`config.mk`:
```
export PLATFORM = sky130hd
export DESIGN_NAME = profile_mode_command_sequencer_core_flat
export DESIGN_NICKNAME = d
export VERILOG_FILES = /design/src/sv/pmcs_pkg.sv /design/src/sv/pmcs_in_if.sv /design/src/sv/pmcs_out_if.sv /design/src/sv/profile_mode_command_sequencer_core.sv /design/src/flat_wrapper.sv
export SDC_FILE = /design/constraint.sdc
export NUM_CORES = 1
export LEC_CHECK = 0
export BUFFER_PORTS_ARGS = -buffer_cell sky130_fd_sc_hd__buf_2
export CAP_MARGIN = 10
export CORE_MARGIN = 5
export CORE_UTILIZATION = 50
export DETAILED_ROUTE_END_ITERATION = 7
export GPL_TIMING_DRIVEN = 0
export HOLD_SLACK_MARGIN = 0.15
export PLACE_DENSITY = 0.67
export SYNTH_ARGS = -nofsm -noshare
export SYNTH_HDL_FRONTEND = slang
export SYNTH_SLANG_ARGS = --single-unit
```
`constraint.sdc`:
```
create_clock -name clk -period 5.85 [get_ports clk]
set_input_delay 0.585 -clock clk [delete_from_list [all_inputs] [get_ports clk]]
set_output_delay 0.585 -clock clk [all_outputs]
set_load 0.005 [all_outputs]
```
`src/sv/pmcs_pkg.sv`:
```
// pmcs_pkg: shared types, constants and helpers of the profile mode command sequencer
// no dependencies; used by the channel interfaces, the core and its checker

package pmcs_pkg;

    // number of motor slots with their own sequence state
    localparam int MOTORS      = 16;
    localparam int MOTOR_IDX_W = (MOTORS > 1) ? $clog2(MOTORS) : 1;

    // field widths
    localparam int SLOT_W  = 4;
    localparam int NODE_W  = 7;
    localparam int CODE_W  = 8;
    localparam int VALUE_W = 32;
    localparam int MODE_W  = 8;
    localparam int STEP_W  = 2;

    // configuration port
    localparam int REG_IDX_W  = 3;
    localparam int REG_DATA_W = 8;

    typedef enum logic [REG_IDX_W-1:0] {
        REG_CODE_TARGET_POSITION  = 3'd0,
        REG_CODE_TARGET_VELOCITY  = 3'd1,
        REG_CODE_CONTROLWORD      = 3'd2,
        REG_CODE_SET_MODE         = 3'd3,
        REG_CODE_IDLE             = 3'd4,
        REG_MODE_PROFILE_POSITION = 3'd5,
        REG_MODE_PROFILE_VELOCITY = 3'd6,
        REG_MODE_INITIAL          = 3'd7
    } reg_idx_t;

    // register reset values
    localparam logic [CODE_W-1:0] RST_CODE_TARGET_POSITION  = 8'd1;
    localparam logic [CODE_W-1:0] RST_CODE_TARGET_VELOCITY  = 8'd2;
    localparam logic [CODE_W-1:0] RST_CODE_CONTROLWORD      = 8'd3;
    localparam logic [CODE_W-1:0] RST_CODE_SET_MODE         = 8'd4;
    localparam logic [CODE_W-1:0] RST_CODE_IDLE             = 8'd0;
    localparam logic [MODE_W-1:0] RST_MODE_PROFILE_POSITION = 8'h01;
    localparam logic [MODE_W-1:0] RST_MODE_PROFILE_VELOCITY = 8'h03;
    localparam logic [MODE_W-1:0] RST_MODE_INITIAL          = 8'hFD;

    // controlword values of the drive state sequence
    localparam logic [VALUE_W-1:0] CW_LOW_POS  = 32'h0000_002F;
    localparam logic [VALUE_W-1:0] CW_HIGH_POS = 32'h0000_003F;
    localparam logic [VALUE_W-1:0] CW_VEL      = 32'h0000_000F;

    // sequence steps
    localparam logic [STEP_W-1:0] STEP_IDLE  = 2'd0;
    localparam logic [STEP_W-1:0] STEP_MODE  = 2'd1;
    localparam logic [STEP_W-1:0] STEP_LOW   = 2'd2;
    localparam logic [STEP_W-1:0] STEP_HIGH  = 2'd3;

    // sign-extend a mode number to a command argument
    function automatic logic [VALUE_W-1:0] widen_mode(input logic [MODE_W-1:0] m);
        return {{(VALUE_W-MODE_W){m[MODE_W-1]}}, m};
    endfunction

endpackage

```
`src/sv/pmcs_in_if.sv`:
```
// pmcs_in_if: command request channel (valid, ready, slot, node id, code, value)
// depends on pmcs_pkg for field widths

interface pmcs_in_if;
    logic                              valid;
    logic                              ready;
    logic [pmcs_pkg::SLOT_W-1:0]       motor_slot;
    logic [pmcs_pkg::NODE_W-1:0]       node_id;
    logic [pmcs_pkg::CODE_W-1:0]       command_code;
    logic signed [pmcs_pkg::VALUE_W-1:0] command_value;

    modport source (output valid, output motor_slot, output node_id,
                    output command_code, output command_value, input ready);
    modport sink   (input valid, input motor_slot, input node_id,
                    input command_code, input command_value, output ready);
endinterface

```
`src/sv/pmcs_out_if.sv`:
```
// pmcs_out_if: drive command channel (valid, ready, node id, command, value)
// depends on pmcs_pkg for field widths

interface pmcs_out_if;
    logic                              valid;
    logic                              ready;
    logic [pmcs_pkg::NODE_W-1:0]       out_node_id;
    logic [pmcs_pkg::CODE_W-1:0]       out_command;
    logic signed [pmcs_pkg::VALUE_W-1:0] out_value;

    modport source (output valid, output out_node_id, output out_command,
                    output out_value, input ready);
    modport sink   (input valid, input out_node_id, input out_command,
                    input out_value, output ready);
endinterface

```
`src/sv/profile_mode_command_sequencer_core.sv`:
```
// profile_mode_command_sequencer_core: per-slot profile mode sequencer, one command in, one out
// depends on pmcs_pkg, pmcs_in_if and pmcs_out_if
// the drive command beat is registered and appears in the cycle after the request beat is taken
// throughput: one beat per cycle unless rsp.ready stalls; the per-slot state is read, updated
// and written back in the same cycle the beat is taken, with the result in the output register
// reset: all slots idle, saved node 0, active mode -3; code and mode registers at defaults

module profile_mode_command_sequencer_core (
    input  logic                                clk,
    input  logic                                rst_n,
    input  logic                                wr_en,
    input  logic [pmcs_pkg::REG_IDX_W-1:0]      wr_index,
    input  logic [pmcs_pkg::REG_DATA_W-1:0]     wr_data,
    pmcs_in_if.sink                             req,
    pmcs_out_if.source                          rsp
);

    // configuration registers
    logic [pmcs_pkg::CODE_W-1:0] code_tp_reg;
    logic [pmcs_pkg::CODE_W-1:0] code_tv_reg;
    logic [pmcs_pkg::CODE_W-1:0] code_cw_reg;
    logic [pmcs_pkg::CODE_W-1:0] code_sm_reg;
    logic [pmcs_pkg::CODE_W-1:0] code_idle_reg;
    logic [pmcs_pkg::MODE_W-1:0] mode_pp_reg;
    logic [pmcs_pkg::MODE_W-1:0] mode_pv_reg;

    // per-slot state
    logic [pmcs_pkg::STEP_W-1:0] position_step_reg [pmcs_pkg::MOTORS];
    logic [pmcs_pkg::STEP_W-1:0] velocity_step_reg [pmcs_pkg::MOTORS];
    logic [pmcs_pkg::MODE_W-1:0] active_mode_reg   [pmcs_pkg::MOTORS];
    logic [pmcs_pkg::NODE_W-1:0] saved_node_reg    [pmcs_pkg::MOTORS];

    // output register
    logic                         out_valid_reg;
    logic [pmcs_pkg::NODE_W-1:0]  out_node_reg;
    logic [pmcs_pkg::CODE_W-1:0]  out_cmd_reg;
    logic [pmcs_pkg::VALUE_W-1:0] out_val_reg;

    // datapath signals
    logic                            accept;
    logic                            beyond;
    logic [pmcs_pkg::MOTOR_IDX_W-1:0] idx;
    logic                            is_tp;
    logic                            is_tv;
    logic                            replaced;
    logic [pmcs_pkg::STEP_W-1:0]     ps_next;
    logic [pmcs_pkg::STEP_W-1:0]     vs_next;
    logic [pmcs_pkg::MODE_W-1:0]     am_next;
    logic [pmcs_pkg::NODE_W-1:0]     sn_next;
    logic [pmcs_pkg::NODE_W-1:0]     node_next;
    logic [pmcs_pkg::CODE_W-1:0]     cmd_next;
    logic [pmcs_pkg::VALUE_W-1:0]    val_next;

    // handshake: take a new beat whenever the output register is free or drains
    assign req.ready = !out_valid_reg || rsp.ready;
    assign accept    = req.valid && req.ready;

    assign beyond = (32'(req.motor_slot) >= pmcs_pkg::MOTORS);
    assign idx    = pmcs_pkg::MOTOR_IDX_W'(req.motor_slot);
    assign is_tp  = (req.command_code == code_tp_reg);
    assign is_tv  = (req.command_code == code_tv_reg);

    // configuration writes; the initial mode register only sets the reset value,
    // which is fixed, so a write to it has no effect
    always_ff @(posedge clk or negedge rst_n)
    begin
        if (!rst_n)
        begin
            code_tp_reg   <= pmcs_pkg::RST_CODE_TARGET_POSITION;
            code_tv_reg   <= pmcs_pkg::RST_CODE_TARGET_VELOCITY;
            code_cw_reg   <= pmcs_pkg::RST_CODE_CONTROLWORD;
            code_sm_reg   <= pmcs_pkg::RST_CODE_SET_MODE;
            code_idle_reg <= pmcs_pkg::RST_CODE_IDLE;
            mode_pp_reg   <= pmcs_pkg::RST_MODE_PROFILE_POSITION;
            mode_pv_reg   <= pmcs_pkg::RST_MODE_PROFILE_VELOCITY;
        end
        else if (wr_en)
        begin
            case (pmcs_pkg::reg_idx_t'(wr_index))
                pmcs_pkg::REG_CODE_TARGET_POSITION:  code_tp_reg   <= wr_data;
                pmcs_pkg::REG_CODE_TARGET_VELOCITY:  code_tv_reg   <= wr_data;
                pmcs_pkg::REG_CODE_CONTROLWORD:      code_cw_reg   <= wr_data;
                pmcs_pkg::REG_CODE_SET_MODE:         code_sm_reg   <= wr_data;
                pmcs_pkg::REG_CODE_IDLE:             code_idle_reg <= wr_data;
                pmcs_pkg::REG_MODE_PROFILE_POSITION: mode_pp_reg   <= wr_data;
                pmcs_pkg::REG_MODE_PROFILE_VELOCITY: mode_pv_reg   <= wr_data;
                default:                             ;
            endcase
        end
    end

    // sequence logic: position rule first, then velocity rule
    always_comb
    begin
        logic [pmcs_pkg::STEP_W-1:0] ps;
        logic [pmcs_pkg::STEP_W-1:0] vs;
        ps        = position_step_reg[idx];
        vs        = velocity_step_reg[idx];
        ps_next   = ps;
        vs_next   = vs;
        am_next   = active_mode_reg[idx];
        sn_next   = saved_node_reg[idx];
        node_next = req.node_id;
        cmd_next  = code_idle_reg;
        val_next  = '0;
        replaced  = 1'b0;

        if (!is_tp && !is_tv)
        begin
            cmd_next = req.command_code;
            val_next = req.command_value;
        end

        // position sequence
        case (ps)
            pmcs_pkg::STEP_MODE:
            begin
                node_next = sn_next;
                if (am_next == mode_pp_reg)
                begin
                    cmd_next = code_cw_reg;
                    val_next = pmcs_pkg::CW_LOW_POS;
                    ps_next  = pmcs_pkg::STEP_HIGH;
                end
                else
                begin
                    cmd_next = code_sm_reg;
                    val_next = pmcs_pkg::widen_mode(mode_pp_reg);
                    ps_next  = pmcs_pkg::STEP_LOW;
                    am_next  = mode_pp_reg;
                end
                replaced = 1'b1;
            end
            pmcs_pkg::STEP_LOW:
            begin
                node_next = sn_next;
                cmd_next  = code_cw_reg;
                val_next  = pmcs_pkg::CW_LOW_POS;
                ps_next   = pmcs_pkg::STEP_HIGH;
                replaced  = 1'b1;
            end
            pmcs_pkg::STEP_HIGH:
            begin
                node_next = sn_next;
                cmd_next  = code_cw_reg;
                val_next  = pmcs_pkg::CW_HIGH_POS;
                ps_next   = pmcs_pkg::STEP_IDLE;
                replaced  = 1'b1;
            end
            default:
            begin
                if (is_tp)
                begin
                    sn_next  = node_next;
                    cmd_next = req.command_code;
                    val_next = req.command_value;
                    ps_next  = pmcs_pkg::STEP_MODE;
                end
                replaced = 1'b0;
            end
        endcase

        // velocity sequence; the unused top step behaves as idle
        case (vs)
            pmcs_pkg::STEP_MODE:
            begin
                node_next = sn_next;
                if (am_next == mode_pv_reg)
                begin
                    cmd_next = code_cw_reg;
                    val_next = pmcs_pkg::CW_VEL;
                    vs_next  = pmcs_pkg::STEP_IDLE;
                end
                else
                begin
                    cmd_next = code_sm_reg;
                    val_next = pmcs_pkg::widen_mode(mode_pv_reg);
                    vs_next  = pmcs_pkg::STEP_LOW;
                    am_next  = mode_pv_reg;
                end
                replaced = 1'b1;
            end
            pmcs_pkg::STEP_LOW:
            begin
                node_next = sn_next;
                cmd_next  = code_cw_reg;
                val_next  = pmcs_pkg::CW_VEL;
                vs_next   = pmcs_pkg::STEP_IDLE;
                replaced  = 1'b1;
            end
            default:
            begin
                if (is_tv)
                begin
                    sn_next  = node_next;
                    cmd_next = req.command_code;
                    val_next = req.command_value;
                    vs_next  = pmcs_pkg::STEP_MODE;
                end
                replaced = 1'b0;
            end
        endcase

        // a set-mode request updates the slot's mode unless the velocity sequence replaced it
        if (!replaced && (req.command_code == code_sm_reg))
        begin
            am_next = req.command_value[pmcs_pkg::MODE_W-1:0];
        end

        // slot with no state: plain pass-through
        if (beyond)
        begin
            node_next = req.node_id;
            cmd_next  = req.command_code;
            val_next  = req.command_value;
        end
    end

    // per-slot state write-back
    always_ff @(posedge clk or negedge rst_n)
    begin
        if (!rst_n)
        begin
            for (int k = 0; k < pmcs_pkg::MOTORS; k++)
            begin
                position_step_reg[k] <= pmcs_pkg::STEP_IDLE;
                velocity_step_reg[k] <= pmcs_pkg::STEP_IDLE;
                active_mode_reg[k]   <= pmcs_pkg::RST_MODE_INITIAL;
                saved_node_reg[k]    <= '0;
            end
        end
        else if (accept && !beyond)
        begin
            position_step_reg[idx] <= ps_next;
            velocity_step_reg[idx] <= vs_next;
            active_mode_reg[idx]   <= am_next;
            saved_node_reg[idx]    <= sn_next;
        end
    end

    // output beat valid
    always_ff @(posedge clk or negedge rst_n)
    begin
        if (!rst_n)
        begin
            out_valid_reg <= 1'b0;
        end
        else if (req.ready)
        begin
            out_valid_reg <= req.valid;
        end
    end

    // output beat payload
    always_ff @(posedge clk)
    begin
        if (accept)
        begin
            out_node_reg <= node_next;
            out_cmd_reg  <= cmd_next;
            out_val_reg  <= val_next;
        end
    end

    assign rsp.valid       = out_valid_reg;
    assign rsp.out_node_id = out_node_reg;
    assign rsp.out_command = out_cmd_reg;
    assign rsp.out_value   = out_val_reg;

endmodule

```
`src/flat_wrapper.sv`:
```
// flat-port wrapper written by rule: the top's interface ports become plain ports
module profile_mode_command_sequencer_core_flat 
  (clk, rst_n, wr_en, wr_index, wr_data, req_valid, req_motor_slot, req_node_id, req_command_code, req_command_value, req_ready, rsp_valid, rsp_out_node_id, rsp_out_command, rsp_out_value, rsp_ready);
  pmcs_in_if req_i ();
  pmcs_out_if rsp_i ();
  input  logic clk;
  input  logic rst_n;
  input  logic wr_en;
  input  logic [pmcs_pkg::REG_IDX_W-1:0] wr_index;
  input  logic [pmcs_pkg::REG_DATA_W-1:0] wr_data;
  input wire logic [$bits(req_i.valid)-1:0] req_valid;
  input wire logic [$bits(req_i.motor_slot)-1:0] req_motor_slot;
  input wire logic [$bits(req_i.node_id)-1:0] req_node_id;
  input wire logic [$bits(req_i.command_code)-1:0] req_command_code;
  input wire logic [$bits(req_i.command_value)-1:0] req_command_value;
  output wire logic [$bits(req_i.ready)-1:0] req_ready;
  output wire logic [$bits(rsp_i.valid)-1:0] rsp_valid;
  output wire logic [$bits(rsp_i.out_node_id)-1:0] rsp_out_node_id;
  output wire logic [$bits(rsp_i.out_command)-1:0] rsp_out_command;
  output wire logic [$bits(rsp_i.out_value)-1:0] rsp_out_value;
  input wire logic [$bits(rsp_i.ready)-1:0] rsp_ready;
  assign req_i.valid = req_valid;
  assign req_i.motor_slot = req_motor_slot;
  assign req_i.node_id = req_node_id;
  assign req_i.command_code = req_command_code;
  assign req_i.command_value = req_command_value;
  assign req_ready = req_i.ready;
  assign rsp_valid = rsp_i.valid;
  assign rsp_out_node_id = rsp_i.out_node_id;
  assign rsp_out_command = rsp_i.out_command;
  assign rsp_out_value = rsp_i.out_value;
  assign rsp_i.ready = rsp_ready;
  profile_mode_command_sequencer_core u_core (.clk(clk), .rst_n(rst_n), .wr_en(wr_en), .wr_index(wr_index), .wr_data(wr_data), .req(req_i), .rsp(rsp_i));
endmodule
```
; Yosys cells after proc, flatten, opt, wreduce, memory -nomap -nowiden
; Cells that the tools add are included.
[word_totals]
ff_bits = 408
input_bits = 67
out_inout_bits = 49
elab_cells = 168
[op_classes]
order_cmp = 2
eq_ne = 16
n_mux = 54
bitwise = 1
reduce_logical = 20
[op_table]
columns = operator, n
row1 = two-way mux 32 bit, 5
row2 = bitwise mux 128 bit, 1
row3 = bitwise mux 112 bit, 1
row4 = two-way mux 8 bit, 13
row5 = case mux 32 bit (3 select lines), 1
row6 = bitwise mux 32 bit, 2
row7 = case mux 32 bit (2 select lines), 1
row8 = two-way mux 7 bit, 9
row9 = equality test 8 bit, 5
row10 = binary-select mux 8 bit (select 4 bit), 1
row11 = demux 8 bit (select 4 bit), 1
row12 = case mux 8 bit (2 select lines), 2
row13 = binary-select mux 7 bit (select 4 bit), 1
row14 = demux 7 bit (select 4 bit), 1
row15 = binary-select mux 2 bit (select 4 bit), 2
row16 = two-way mux 2 bit, 8
row17 = AND reduction 2 bit, 7
row18 = equality test 3 bit (second input constant), 3
row19 = demux 2 bit (select 4 bit), 1
row20 = equality test 2 bit (second input constant), 3
row21 = equality test 3 x 2 -> 1 bit (second input constant), 2
row22 = case mux 2 bit (3 select lines), 1
row23 = greater-or-equal comparator 5 bit (second input constant), 1
row24 = less-than comparator 5 x 1 -> 1 bit (second input constant), 1
row25 = 11 further kinds, 20

; Depth between registers and ports, before layout
[depth]
depth_word = 12
depth_mapped = 22
ltp_nobuf = 15

; Least setup slack after synthesis
; OpenSTA, ideal clock, no wires.
[synth_timing]
path_kind = input -> register
from = input port req_motor_slot[0]
to = register u_core.out_val_reg, in the netlist u_core.rsp.out_value[12], data pin
setup_time_ps = 254
arrival_ps = 5053
required_time_ps = 5596
slack_ps = 543
path_stages = 20
path_buffers = 7
cell_sequence = buf_6 -> buf_2 -> buf_2 -> buf_4 -> buf_2 -> mux4_2 -> mux4_2 -> inv_1 -> ha_1 -> clkbuf_1 -> inv_1 -> nor2_1 -> a31oi_1 -> nand2b_1 -> nor3b_1 -> mux2i_4 -> o31ai_2 -> nor3_2 -> buf_2 -> a21o_1
[synth_via]
elab_chain_cells = 10
elab_cells_between_ends = 24
cone_classes = 7 x eq/ne / 16 x mux / 1 x bitwise
[synth_lines]
columns = element, line_no
row1 = "start, declared", flat_wrapper.sv:12  ; input wire logic [$bits(req_i.motor_slot)-1:0] req_motor_slot;
row2 = inverter 4 -> 5 bit (not written as such) *, "profile_mode_command_sequencer_core.sv:97, profile_mode_command_sequencer_core.sv:98, profile_mode_command_sequencer_core.sv:101"
row3 = binary-select mux 8 bit (select 4 bit), profile_mode_command_sequencer_core.sv:101  ; am_next = active_mode_reg[idx];
row4 = two-way mux 8 bit (not written as such) (2 in series), profile_mode_command_sequencer_core.sv:101
row5 = equality test 8 bit, profile_mode_command_sequencer_core.sv:119  ; if (am_next == mode_pp_reg)
row6 = two-way mux 8 bit, profile_mode_command_sequencer_core.sv:119
row7 = two-way mux 8 bit, profile_mode_command_sequencer_core.sv:115  ; case (ps)
row8 = equality test 8 bit, profile_mode_command_sequencer_core.sv:168  ; if (am_next == mode_pv_reg)
row9 = two-way mux 32 bit, profile_mode_command_sequencer_core.sv:168
row10 = case mux 32 bit (2 select lines) *, profile_mode_command_sequencer_core.sv:164  ; case (vs)
row11 = "via u_core.val_next, one bit", profile_mode_command_sequencer_core.sv:52  ; logic [pmcs_pkg::VALUE_W-1:0] val_next;
row12 = "end signal, assigned", profile_mode_command_sequencer_core.sv:261  ; out_val_reg <= val_next;
row13 = "end, declared", profile_mode_command_sequencer_core.sv:37  ; logic [pmcs_pkg::VALUE_W-1:0] out_val_reg;
; The timed path passes the listed nets; every way through them passes the cells marked *. The select of a mux whose other input is x is not followed.
; A chain may end at the register's enable or synchronous reset.

; Worst setup path after layout
[layout_timing]
from = input port req_motor_slot[1]
to = register u_core.active_mode_reg[66] in the netlist's numbering
[layout_via]
elab_chain_cells = 12
elab_cells_between_ends = 30
cone_classes = 2 x order compare / 5 x eq/ne / 18 x mux / 1 x bitwise / 4 x reduce/logical
[layout_lines]
columns = element, line_no
row1 = inverter 4 -> 5 bit (not written as such) *, --
row2 = binary-select mux 8 bit (select 4 bit), profile_mode_command_sequencer_core.sv:101
row3 = two-way mux 8 bit (not written as such) (2 in series), profile_mode_command_sequencer_core.sv:101
row4 = equality test 8 bit, profile_mode_command_sequencer_core.sv:119
row5 = two-way mux 8 bit, profile_mode_command_sequencer_core.sv:119
row6 = two-way mux 8 bit, profile_mode_command_sequencer_core.sv:115
row7 = equality test 8 bit, profile_mode_command_sequencer_core.sv:168
row8 = two-way mux 8 bit, profile_mode_command_sequencer_core.sv:168
row9 = two-way mux 8 bit, profile_mode_command_sequencer_core.sv:164
row10 = two-way mux 8 bit, profile_mode_command_sequencer_core.sv:205  ; if (!replaced && (req.command_code == code_sm_reg))
row11 = bitwise mux 128 bit *, profile_mode_command_sequencer_core.sv:236  ; active_mode_reg[idx] <= am_next;
row12 = "end signal, assigned by index", profile_mode_command_sequencer_core.sv:228  ; active_mode_reg[k] <= pmcs_pkg::RST_MODE_INITIAL;
row13 = "end signal, assigned by index", profile_mode_command_sequencer_core.sv:236
row14 = "end, declared", profile_mode_command_sequencer_core.sv:30  ; logic [pmcs_pkg::MODE_W-1:0] active_mode_reg [pmcs_pkg::MOTORS];
; Every way passes the cells marked *; elsewhere a longest branch is shown, timed or not. The select of a mux whose other input is x is not followed.

==> qor.csv <==
metric,value,unit
p_per_area,395.3,nW/um2
cts.sinks,400,
yosysWarnings,0,
syn_avg_cell_area,11.31,um2
min-delay-start,req_valid,
cp.required,6330,ps
grt-ovfl-total,0,
synthTopCellsByArea,"dfrtp_1 (29%), dfstp_2 (16%), mux4_2 (7.1%), edfxtp_1 (7.1%), mux2_2 (6.9%)",
synth_ff_type,dfrtp_1,
dp_cells,2404,
drv_slew,0,
drv_cap,0,
rows,73,
ir_drop,0.2297,mV
fin_setup_tns,0,ps
path_cells,buf_2 > clkbuf_1 > buf_2 > clkbuf_2 > buf_2 > mux4_2 > mux2_2 > o21ai_1 > inv_1 > ha_1 > inv_1 > nor2_1 > a31oi_1 > nand2b_1 > nor4b_2 > mux2i_4 > o31ai_4 > a211oi_4 > buf_4 > o31ai_1,
crit_type,input pin to flop,
startpoint,req_motor_slot[1],
post_drt_wl_per_cell,23.73,um
clk_pin_slew,60,ps
drive_gt1_share,29.03,%
nets,1999,
final_cells,2485,
grt_pass1_vias,15400,
grt_usage,26.55,%
chipWidth,209.6,um
rr_startpoint,u_core.position_step_reg[8]$_DFFE_PN0P_,
cts_tree,built,
htree_num_levels,2,
core-area,39550,um2
drtPass1Iterations,6,
skew,19.44,ps
p_leak,9.890,nW
hold_viol,0,
die_area,43950,um2
via_per_inst,6.142,
cts_buffers,43,
synth_seq_area_share,52.16,%
route.detailed.drc,0,
synthCells,1762,
slew_headroom,20.92,%
routed_wl,58.98,mm
ys_ff_latch,400,
total_power,9.048,mW
grt_max_degree,115,
antenna_found_initial,0,
vias,15260,
fmax,178.4,MHz
synth_top_area_cell,dfrtp_1,
cts_buffer_depth,3,
cts_root_buf,clkbuf_16,
area_growth,14.87,%
drt_iter0_drc,1633,
period_share,95.81,%
async_flop_share,88.25,%
grt_first_pass_wirelength,91.14,mm
whs,230.7,ps
place.gp.congestion,0.9156,
io_buffers,112,
rsz0062_at_grt,false,
fin_crit,5605,ps
synth_nets,1836,
critPathLaunchType,input pin,
insertion_delay,600,ps
final_common_cell,nand2_1,
ios,116,
largest_reg_flops,128,
cp_max_fo,10,
dp_hpwl,41.57,mm
finish.instance_area,22890,um2
max_slew.worst_pin.slew,1184,ps
syn_area,19930,um2
initial_core_util,50.39,%
synth_edf_count,47,
mostFrequentLayoutCells,"nand2_1 (341), dfrtp_1 (233), o21ai_0 (157), buf_2 (133), mux2_2 (122)",
postPlaceCellArea,21260,um2
cp_slowest_stage_delay,510,ps
synth_top_area_share,29.26,%
setup_viol,0,
worstHoldPathType,input pin to flop,
ys_types,80,
status,"finished, final reports clean",
cpMostUsedCell,buf_2,
cp-end-kind,flop,
arrival,6080,ps
slowest_stage,a211oi_4,
antenna_cells,0,
drtAntennaViolNets,0,
die_h,209.6,um
worst max-delay path: cells and delay by family:
| family | cells | cell delay (ps) |
|---|---|---|
| AO/OA/AOI/OAI | 5 | 1410 |
| adder cells (fa/ha/maj) | 1 | 330 |
| buffers and inverters | 8 | 2330 |
| multiplexers | 3 | 1040 |
| AND/OR/NAND/NOR | 3 | 360 |
synth_stat cells (4+ instances only):
| cell | number |
|---|---|
| buf_2 | 21 |
| nand2_1 | 341 |
| o31ai_4 | 5 |
| a21o_1 | 25 |
| nor2_1 | 47 |
| a22o_1 | 9 |
| a31oi_1 | 13 |
| nor2b_1 | 7 |
| o31ai_1 | 98 |
| a221oi_1 | 7 |
| nor3_1 | 21 |
| buf_4 | 10 |
| mux4_2 | 63 |
| edfxtp_1 | 47 |
| nand4_1 | 11 |
| nand3_1 | 15 |
| xnor2_1 | 24 |
| dfstp_2 | 120 |
| mux2i_1 | 51 |
| nor4_1 | 5 |
| o22ai_1 | 5 |
| a221o_1 | 9 |
| a22oi_1 | 20 |
| o211ai_1 | 10 |
| clkbuf_1 | 104 |
| ha_1 | 7 |
| inv_1 | 23 |
| dfrtp_1 | 233 |
| mux2_2 | 122 |
| buf_6 | 4 |
| and3_1 | 9 |
| a21oi_1 | 28 |
| nand2b_1 | 9 |
| xor2_1 | 10 |
| o21ai_0 | 158 |
power breakdown:
group	total [mW]	switching, mW	internal, mW
Sequential	3.85	0.290	3.56
Combinational	2.24	1.33	0.919
Clock	2.95	1.20	1.75
cells by family after synthesis:
logic type	share of synthesized area (%)
mux	17.09
flops	52.16
buf+inv	3.560
fa+ha+maj	0.4395
xor+xnor	1.494
compound gates	14.55
simple gates	10.70
layer usage:
metal  vias up  track usage (%)  routed length (um)
met5         -                0                   0
met4         0            9.833                2265
met3       159            5.112                4458
met2       674            43.28               28310
met1      7678            35.70               23940
li1       6752                -                   -
what timing repair did:
action,4_1_cts,5_1_grt
setup buffers,0,1
gates cloned,0,0
endpoints found under the setup margin,184,178
hold endpoints to repair,11,0
pin swaps,1,0
gates resized for setup,7,12
hold buffers,1,0
worst paths after layout:
check,cells past startpoint,slack [ps],to
worst max-delay path,20,240,u_core.active_mode_reg[66]$_DFFE_PN1P_
worst min-delay path,2,230,u_core.rsp.valid$_DFFE_PN0N_
worst max register to register,15,1530,u_core.active_mode_reg[66]$_DFFE_PN1P_
worst min register to register,2,470,u_core.active_mode_reg[118]$_DFFE_PN1P_
max in group asynchronous,4,4010,u_core.code_tv_reg[1]$_DFFE_PN1P_
min in group asynchronous,2,500,u_core.mode_pp_reg[6]$_DFFE_PN0P_
stage by stage:
stage          util, %  setup slack [ps]
5_1_grt          57.88             13.88
2_1_floorplan        -             543.1
6_report         57.88             244.9
3_3_place_gp     53.47             -2382
4_1_cts          57.77             4.055
3_5_place_dp     53.76             -1464
cell type report:
cell class	count	area (um2)
Sequential cell	400	10400
Clock inverter	16	252.7
Fill cell	3227	16660
Clock buffer	64	1308
Multi-Input combinational cell	1198	8866
Timing Repair Buffer	120	700.7
Buffer	139	625.6
Tap cell	525	656.9
Inverter	23	86.33
Note: power is estimated with default switching activity, not from simulation.
